===== config.mk =====
export PLATFORM = sky130hd
export DESIGN_NAME = water_leak_flow_monitor_flat
export DESIGN_NICKNAME = d
export VERILOG_FILES = /design/src/rtl/wlfm_pkg.sv /design/src/rtl/wlfm_in_if.sv /design/src/rtl/wlfm_out_if.sv /design/src/rtl/water_leak_flow_monitor.sv /design/src/flat_wrapper.sv
export SDC_FILE = /design/constraint.sdc
export NUM_CORES = 1
export LEC_CHECK = 0
export ABC_CLOCK_PERIOD_IN_PS = 22700
export BUFFER_PORTS_ARGS = -buffer_cell sky130_fd_sc_hd__buf_2
export CAP_MARGIN = 40
export CELL_PAD_IN_SITES_DETAIL_PLACEMENT = 1
export CELL_PAD_IN_SITES_GLOBAL_PLACEMENT = 1
export CORE_ASPECT_RATIO = 1.5
export CORE_MARGIN = 2
export CORE_UTILIZATION = 25
export DETAILED_ROUTE_END_ITERATION = 6
export PLACE_DENSITY = 0.47
export SLEW_MARGIN = 20
export SYNTH_ARGS = -nofsm -noshare
export SYNTH_HDL_FRONTEND = slang
export SYNTH_SLANG_ARGS = --single-unit

===== constraint.sdc =====
create_clock -name i_clk -period 22.7 [get_ports i_clk]
set_input_delay 0 -clock i_clk [delete_from_list [all_inputs] [get_ports i_clk]]
set_output_delay 0 -clock i_clk [all_outputs]
set_load 0.02 [all_outputs]

===== src/rtl/wlfm_pkg.sv =====
package wlfm_pkg;

    localparam int CFG_W = 20;
    localparam int CFG_IDX_W = 2;

    localparam logic [CFG_IDX_W-1:0] REG_MONITORING_PERIOD = 2'd0;
    localparam logic [CFG_IDX_W-1:0] REG_REQUIRED_PAUSE    = 2'd1;
    localparam logic [CFG_IDX_W-1:0] REG_ABNORMAL_FLOW     = 2'd2;
    localparam logic [CFG_IDX_W-1:0] REG_MIN_ACTIVITY      = 2'd3;

    localparam logic [CFG_W-1:0] RST_MONITORING_PERIOD = CFG_W'(24 * 60 * 60);
    localparam logic [CFG_W-1:0] RST_REQUIRED_PAUSE    = CFG_W'(2 * 60 * 60);
    localparam logic [CFG_W-1:0] RST_ABNORMAL_FLOW     = CFG_W'(2 * 60 * 60);
    localparam logic [CFG_W-1:0] RST_MIN_ACTIVITY      = CFG_W'(1 * 60);

    typedef struct packed {
        logic pause_registered;
        logic window_expired;
        logic pause_active;
        logic flow_active;
        logic leak;
        logic abnormal;
        logic blink_phase;
    } t_flags;

endpackage


===== src/rtl/wlfm_in_if.sv =====
interface wlfm_in_if;
    logic valid;
    logic ready;
    logic pulse_level;
    logic button_press;
    logic second_tick;
    logic blink_tick;

    modport source (output valid, output pulse_level, output button_press,
                    output second_tick, output blink_tick, input ready);
    modport sink (input valid, input pulse_level, input button_press,
                  input second_tick, input blink_tick, output ready);
endinterface


===== src/rtl/wlfm_out_if.sv =====
interface wlfm_out_if;
    logic valid;
    logic ready;
    logic pulse_led;
    logic alarm_led;
    logic leak_alarm;
    logic abnormal_alarm;
    logic heartbeat_led;

    modport source (output valid, output pulse_led, output alarm_led,
                    output leak_alarm, output abnormal_alarm, output heartbeat_led,
                    input ready);
    modport sink (input valid, input pulse_led, input alarm_led,
                  input leak_alarm, input abnormal_alarm, input heartbeat_led,
                  output ready);
endinterface


===== src/rtl/water_leak_flow_monitor.sv =====
// water leak and flow monitor
// i_in carries one sample per request: flow-meter pulse level, reset button,
// one-second tick and blink tick. o_out returns exactly one result per
// sample: pulse led, alarm led, leak and abnormal alarms, heartbeat led.
// i_cfg_we / i_cfg_idx / i_cfg_data write the four timing registers
// (window, required pause, abnormal flow, minimum activity, in seconds);
// write only while no sample is in flight.
// a sample accepted at one clock edge updates the time, flow, pause and alarm
// state at that edge and its result is valid on o_out from the next cycle,
// through the single result register stage; one sample per cycle is taken
// while o_out takes each result.
// when o_out stalls the result register holds and i_in.ready stays high
// only if that result is taken in the same cycle; a new sample is taken as
// soon as the result register frees up.
// synchronous reset clears time counters, flags and result valid and loads
// the timing registers with 86400, 7200, 7200 and 60 seconds.
module water_leak_flow_monitor
    import wlfm_pkg::*;
#(
    parameter int TIME_WIDTH = 32
) (
    input  logic                 i_clk,
    input  logic                 i_rst_n,
    input  logic                 i_cfg_we,
    input  logic [CFG_IDX_W-1:0] i_cfg_idx,
    input  logic [CFG_W-1:0]     i_cfg_data,
    wlfm_in_if.sink              i_in,
    wlfm_out_if.source           o_out
);

    localparam int TW = TIME_WIDTH;
    localparam int CMP_W = (TW > CFG_W) ? TW : CFG_W;
    localparam logic [TW-1:0] TMAX = '1;

    logic [CFG_W-1:0] r_period, r_req_pause, r_abn_flow, r_min_act;

    logic [TW-1:0] r_now, r_win_start, r_last_pulse, r_pause_s, r_flow_s;
    t_flags        r_fl;

    logic [TW-1:0] n_now, n_win_start, n_last_pulse, n_pause_s, n_flow_s;
    t_flags        n_fl;
    logic          n_alarm_led;

    logic r_out_valid;
    logic r_pulse_led, r_alarm_led, r_leak, r_abn, r_heart;

    logic accept;

    assign i_in.ready = !r_out_valid || o_out.ready;
    assign accept     = i_in.valid && i_in.ready;

    always_comb begin
        logic [TW-1:0] fs1, ps1, since_pulse, since_win;
        logic          timeout, close;
        n_fl = r_fl;
        fs1 = (i_in.second_tick && r_fl.flow_active)
            ? ((r_flow_s == TMAX) ? TMAX : r_flow_s + TW'(1)) : r_flow_s;
        ps1 = (i_in.second_tick && r_fl.pause_active)
            ? ((r_pause_s == TMAX) ? TMAX : r_pause_s + TW'(1)) : r_pause_s;
        n_now = i_in.second_tick ? r_now + TW'(1) : r_now;
        n_win_start = r_win_start;
        n_flow_s = fs1;
        n_pause_s = ps1;
        if (i_in.button_press) begin
            n_win_start = n_now;
            n_fl.window_expired = 1'b0;
            n_pause_s = '0;
            n_fl.flow_active = 1'b0;
            n_flow_s = '0;
            n_fl.abnormal = 1'b0;
            n_fl.leak = 1'b0;
        end
        n_last_pulse = r_last_pulse;
        if (i_in.pulse_level) begin
            n_last_pulse = n_now;
            n_fl.flow_active = 1'b1;
            n_fl.pause_active = 1'b0;
            n_pause_s = '0;
        end else begin
            n_fl.pause_active = 1'b1;
        end
        since_pulse = n_now - n_last_pulse;
        timeout = CMP_W'(since_pulse) >= CMP_W'(r_min_act);
        if (timeout) begin
            n_fl.flow_active = 1'b0;
            n_flow_s = '0;
        end
        if (CMP_W'(n_pause_s) >= CMP_W'(r_req_pause)) begin
            n_fl.pause_registered = 1'b1;
        end
        since_win = n_now - n_win_start;
        if (CMP_W'(since_win) >= CMP_W'(r_period)) begin
            n_fl.window_expired = 1'b1;
        end
        close = n_fl.window_expired && i_in.pulse_level;
        if (close) begin
            if (!n_fl.pause_registered) begin
                n_fl.leak = 1'b1;
            end
            n_fl.pause_registered = 1'b0;
            n_fl.window_expired = 1'b0;
            n_win_start = n_now;
        end
        if (CMP_W'(n_flow_s) >= CMP_W'(r_abn_flow)) begin
            n_fl.abnormal = 1'b1;
        end
        n_alarm_led = n_fl.abnormal ? r_fl.blink_phase : n_fl.leak;
        n_fl.blink_phase = r_fl.blink_phase ^ i_in.blink_tick;
    end

    always_ff @(posedge i_clk) begin
        if (!i_rst_n) begin
            r_period     <= RST_MONITORING_PERIOD;
            r_req_pause  <= RST_REQUIRED_PAUSE;
            r_abn_flow   <= RST_ABNORMAL_FLOW;
            r_min_act    <= RST_MIN_ACTIVITY;
            r_now        <= '0;
            r_win_start  <= '0;
            r_last_pulse <= '0;
            r_pause_s    <= '0;
            r_flow_s     <= '0;
            r_fl         <= '0;
            r_out_valid  <= 1'b0;
        end else begin
            if (i_cfg_we) begin
                case (i_cfg_idx)
                    REG_MONITORING_PERIOD: r_period    <= i_cfg_data;
                    REG_REQUIRED_PAUSE:    r_req_pause <= i_cfg_data;
                    REG_ABNORMAL_FLOW:     r_abn_flow  <= i_cfg_data;
                    REG_MIN_ACTIVITY:      r_min_act   <= i_cfg_data;
                    default: ;
                endcase
            end
            if (accept) begin
                r_now        <= n_now;
                r_win_start  <= n_win_start;
                r_last_pulse <= n_last_pulse;
                r_pause_s    <= n_pause_s;
                r_flow_s     <= n_flow_s;
                r_fl         <= n_fl;
                r_out_valid  <= 1'b1;
            end else if (o_out.ready) begin
                r_out_valid  <= 1'b0;
            end
        end
    end

    always_ff @(posedge i_clk) begin
        if (accept) begin
            r_pulse_led <= i_in.pulse_level;
            r_alarm_led <= n_alarm_led;
            r_leak      <= n_fl.leak;
            r_abn       <= n_fl.abnormal;
            r_heart     <= n_fl.blink_phase;
        end
    end

    assign o_out.valid          = r_out_valid;
    assign o_out.pulse_led      = r_pulse_led;
    assign o_out.alarm_led      = r_alarm_led;
    assign o_out.leak_alarm     = r_leak;
    assign o_out.abnormal_alarm = r_abn;
    assign o_out.heartbeat_led  = r_heart;

`ifndef ASSERT_OFF
    a_led_shows_leak: assert property (@(posedge i_clk) disable iff (!i_rst_n)
        o_out.valid && !o_out.abnormal_alarm |-> o_out.alarm_led == o_out.leak_alarm)
        else $error("alarm led disagrees with leak alarm");

    a_idle_flow_zero: assert property (@(posedge i_clk) disable iff (!i_rst_n)
        !r_fl.flow_active |-> r_flow_s == '0)
        else $error("flow time counting while flow inactive");

    a_button_clears: assert property (@(posedge i_clk) disable iff (!i_rst_n)
        accept && i_in.button_press |=> r_flow_s == '0)
        else $error("button did not clear flow time");

    a_pulse_marks: assert property (@(posedge i_clk) disable iff (!i_rst_n)
        accept && i_in.pulse_level |=> r_last_pulse == r_now && r_pause_s == '0)
        else $error("pulse not recorded");

    a_reset_empty: assert property (@(posedge i_clk)
        $past(!i_rst_n) |-> !o_out.valid)
        else $error("result valid right after reset");
`endif

endmodule


===== src/flat_wrapper.sv =====
// flat-port wrapper written by rule: the top's interface ports become plain ports
module water_leak_flow_monitor_flat import wlfm_pkg::*;
#(
    parameter int TIME_WIDTH = 32
)
  (i_clk, i_rst_n, i_cfg_we, i_cfg_idx, i_cfg_data, i_in_valid, i_in_pulse_level, i_in_button_press, i_in_second_tick, i_in_blink_tick, i_in_ready, o_out_valid, o_out_pulse_led, o_out_alarm_led, o_out_leak_alarm, o_out_abnormal_alarm, o_out_heartbeat_led, o_out_ready);
  wlfm_in_if i_in_i ();
  wlfm_out_if o_out_i ();
  input  logic i_clk;
  input  logic i_rst_n;
  input  logic i_cfg_we;
  input  logic [CFG_IDX_W-1:0] i_cfg_idx;
  input  logic [CFG_W-1:0] i_cfg_data;
  input wire logic [$bits(i_in_i.valid)-1:0] i_in_valid;
  input wire logic [$bits(i_in_i.pulse_level)-1:0] i_in_pulse_level;
  input wire logic [$bits(i_in_i.button_press)-1:0] i_in_button_press;
  input wire logic [$bits(i_in_i.second_tick)-1:0] i_in_second_tick;
  input wire logic [$bits(i_in_i.blink_tick)-1:0] i_in_blink_tick;
  output wire logic [$bits(i_in_i.ready)-1:0] i_in_ready;
  output wire logic [$bits(o_out_i.valid)-1:0] o_out_valid;
  output wire logic [$bits(o_out_i.pulse_led)-1:0] o_out_pulse_led;
  output wire logic [$bits(o_out_i.alarm_led)-1:0] o_out_alarm_led;
  output wire logic [$bits(o_out_i.leak_alarm)-1:0] o_out_leak_alarm;
  output wire logic [$bits(o_out_i.abnormal_alarm)-1:0] o_out_abnormal_alarm;
  output wire logic [$bits(o_out_i.heartbeat_led)-1:0] o_out_heartbeat_led;
  input wire logic [$bits(o_out_i.ready)-1:0] o_out_ready;
  assign i_in_i.valid = i_in_valid;
  assign i_in_i.pulse_level = i_in_pulse_level;
  assign i_in_i.button_press = i_in_button_press;
  assign i_in_i.second_tick = i_in_second_tick;
  assign i_in_i.blink_tick = i_in_blink_tick;
  assign i_in_ready = i_in_i.ready;
  assign o_out_valid = o_out_i.valid;
  assign o_out_pulse_led = o_out_i.pulse_led;
  assign o_out_alarm_led = o_out_i.alarm_led;
  assign o_out_leak_alarm = o_out_i.leak_alarm;
  assign o_out_abnormal_alarm = o_out_i.abnormal_alarm;
  assign o_out_heartbeat_led = o_out_i.heartbeat_led;
  assign o_out_i.ready = o_out_ready;
  water_leak_flow_monitor #(.TIME_WIDTH(TIME_WIDTH)) u_core (.i_clk(i_clk), .i_rst_n(i_rst_n), .i_cfg_we(i_cfg_we), .i_cfg_idx(i_cfg_idx), .i_cfg_data(i_cfg_data), .i_in(i_in_i), .o_out(o_out_i));
endmodule

==> metrics.csv <==
metric,value,unit
switchingPower,0.376,mW
grt_pass1_vias,19000,
fin_util,28.7,%
finalClockSkew,0.0226,ns
syn_area_per_cell,7.41,um2
report.final.slew_viol_count,0,
drive_gt1_share,7.99,%
clock_power_share,44.6,%
ys.flop_type,dfxtp_1,
rsz0062_at_grt,no,
p_int,0.839,mW
cap_violations,0,
vias,18000,
path_common_cell,ha_1,
period_share,41.9,%
nNetsFinal,2662,
cts_root_buffer,clkbuf_16,
max_freq,105,MHz
final_hold_viol_count,0,
grt.overflow.total,0,
syn_area,18500,um2
postCtsSetupBuffers,0,
irDropWorstVdd,0.0399,mV
synth_warnings,0,
track_usage,19.6,%
final-setup-viol-count,0,
synthCells,2491,
clock-sinks,253,
ctsResizeCount,0,
start_util,25.2,%
antenna_found_initial,0,
clock_latency,0.57,ns
remaining_drc_errors,0,
drt_iter0_drc,615,
core_area,73400,um2
pwr-share-seq,38.3,%
synth_seq_cells,253,
ctsHoldBuffers,26,
pin_count,38,
wl_per_cell,21.1,um
cts_buffer_depth,3,
synth-async-reset-ratio,0,%
cp-start-kind,flip-flop,
min_path_type,primary input to flip-flop,
cp.arrival,9.83,ns
post-dp-hpwl,56200,um
p_sw_share,30.9,%
die_w,226,um
tightest_slew,0.871,ns
status,finished clean,
cts_max_level,2,
worstSetupPathType,flip-flop to flip-flop,
antenna_left,0,
grt_max_degree,83,
rows,122,
worstSetupEndpointType,flip-flop,
die_h,337,um
grt_pass1_wl,114000,um
port_buffers,37,
crit_required,23.01,ns
period_minus_slack,9.52,ns
cp_max_fo,49,
globalplace.congestion,0.852,
seq_area_frac_synth,27.7,%
synthesis.nets,2663,
cpPeakStageDelay,0.66,ns
crit_path_top_delay_cell,nor2_1,
p_per_area,57.6,nW/um2
syn2layout_area_growth,14.2,%
vias_per_cell,5.12,
dieArea,76100,um2
leakage,8.48,nW
totalWireLength,74200,um
cts_tree,built,
cts_made_buffers,34,
comb_power_share,17.1,%
relSlewSlack,40.4,%
drt-pass1-iter-count,5,
tns,0,ns
yosysUniqueCellTypes,83,
synth_edf_count,5,
cts.clk_slew.worst_paths,0.06,ns
[sequential cells by signal, indices dropped and copies added (netlist names), 7 cells and up]
signal	cells
u_core.r_min_act	20
u_core.r_fl	7
u_core.r_period	20
u_core.r_now	32
u_core.r_abn_flow	20
u_core.r_win_start	32
u_core.r_pause_s	32
u_core.r_last_pulse	32
u_core.r_flow_s	32
u_core.r_req_pause	20
[cells in the mapped netlist (5+ instances only)]
cell	n	share of area, %
and4_1	9	0.43
inv_1	136	2.8
a41o_1	7	0.38
o21a_1	16	0.65
a221oi_1	5	0.24
nor2_1	229	4.7
o21ai_0	121	3.3
clkbuf_1	122	2.5
and2_1	15	0.51
xor2_1	82	3.9
and3_1	31	1.1
mux2i_1	21	1.1
nand3_1	75	2.0
o31ai_1	11	0.45
buf_1	13	0.26
edfxtp_1	5	0.81
o2111ai_1	5	0.24
ha_1	139	9.4
o211ai_1	30	1.2
nor2b_1	10	0.34
nor3_1	46	1.2
a21oi_1	303	8.2
or2_2	12	0.41
nor3b_1	5	0.20
mux2_2	8	0.49
nand2b_1	19	0.64
dfxtp_1	248	27
a211oi_1	50	2.0
or3_1	18	0.61
nand2_1	369	7.5
xnor2_1	72	3.4
a2111oi_0	5	0.24
a31oi_1	26	0.88
nand4_1	31	1.1
a21oi_2	8	0.38
o221a_2	11	0.67
nor4_1	16	0.54
o21bai_1	10	0.41
a41oi_1	7	0.33
a22oi_1	5	0.20
a21o_1	54	2.2
mux2_4	9	0.73
[cells in the final DEF (no fill, tap or decap), types with 10 or more instances in the layout]
| cell type | n |
|---|---|
| or3_1 | 18 |
| nor2_1 | 228 |
| nor4_1 | 16 |
| buf_4 | 33 |
| o211ai_1 | 30 |
| o21bai_1 | 10 |
| a21o_1 | 54 |
| a21oi_1 | 303 |
| and2_1 | 15 |
| nand2_1 | 368 |
| a31oi_1 | 26 |
| nand4_1 | 31 |
| xor2_1 | 82 |
| nor2b_1 | 10 |
| buf_2 | 40 |
| dlygate4sd3_1 | 26 |
| o31ai_1 | 11 |
| inv_1 | 135 |
| xnor2_1 | 72 |
| nor3_1 | 46 |
| or2_2 | 12 |
| ha_1 | 139 |
| o221a_2 | 11 |
| a211oi_1 | 49 |
| and3_1 | 31 |
| o21ai_0 | 121 |
| mux2i_1 | 21 |
| nand2b_1 | 19 |
| clkbuf_16 | 35 |
| nand3_1 | 75 |
| dfxtp_1 | 248 |
| o21a_1 | 16 |
[worst max-delay path: cells and delay by family (launching register included)]
| family | cells | cell delay, ns |
|---|---|---|
| buffers and inverters | 2 | 0.45 |
| AND/OR/NAND/NOR | 15 | 4.11 |
| AO/OA/AOI/OAI | 13 | 2.16 |
| flip-flops | 1 | 0.42 |
| XOR/XNOR | 2 | 0.46 |
| multiplexers | 1 | 0.33 |
| adder cells (fa/ha/maj) | 4 | 1.29 |
[kinds of logic after synthesis]
| group | after synthesis | share of synthesized area, % |
|---|---|---|
| buffers and inverters | 279 | 5.80 |
| AO/OA/AOI/OAI | 718 | 24.3 |
| AND/OR/NAND/NOR | 902 | 22.3 |
| flip-flops | 253 | 27.7 |
| XOR/XNOR | 158 | 7.80 |
| adder cells (fa/ha/maj) | 143 | 9.74 |
| multiplexers | 38 | 2.36 |
[layout make-up]
cell class	instances	area (um2)
fillers	8857	52300
multi-input cells	1959	12300
flip-flops and latches	253	5110
well taps	992	1240
clock buffers	50	992
repair buffers	105	820
inverters	137	520
clock inverters	12	82.6
diodes	1	2.50
[layer usage]
metal / vias up / track usage, % / wire, um / part of all wire, %
met5: - / 0 / 0 / 0
li1: 8771 / - / - / -
met3: 99 / 2.09 / 1470 / 2.0
met1: 8886 / 20.2 / 28600 / 39
met4: 0 / 7.96 / 2970 / 4.0
met2: 200 / 39.5 / 41200 / 55
[power groups by stage]
stage	clock [mW]	combinational (mW)	sequential (mW)
global placement	0	0.201	0.475
CTS	0.567	0.212	0.466
finish	0.542	0.207	0.466
detailed placement	0	0.207	0.475
floorplan	0	0.135	0.474
global route	0.579	0.233	0.467
[per-stage QoR]
step | cell area [um2] | setup WS [ns] | hold slack, ns | instances | total power, mW
final | 21100 | 13.18 | 0.0678 | 3509 | 1.21
after global routing | 21100 | 12.24 | 0.0812 | 3508 | 1.28
after CTS | 21100 | 13.11 | 0.0322 | 3507 | 1.24
after detailed placement | 19700 | 13.15 | 0.280 | 3419 | 0.683
after global placement | 19600 | 13.43 | 0.270 | 3411 | 0.676
after floorplan | 18500 | 15.06 | 0.0989 | 2491 | 0.609
[final timing paths]
kind	startpoint	endpoint	slack [ns]	depth (start not counted)
setup reg to reg	u_core.r_now[0]	u_core.o_out.alarm_led	13.18	37
setup / recovery	u_core.r_now[0]	u_core.o_out.alarm_led	13.18	37
hold / removal	i_cfg_we	u_core.r_req_pause[7]	0.07	6
hold reg to reg	u_core.r_period[13]	u_core.r_period[13]	0.46	2
Note: power is estimated with default switching activity, not from simulation.
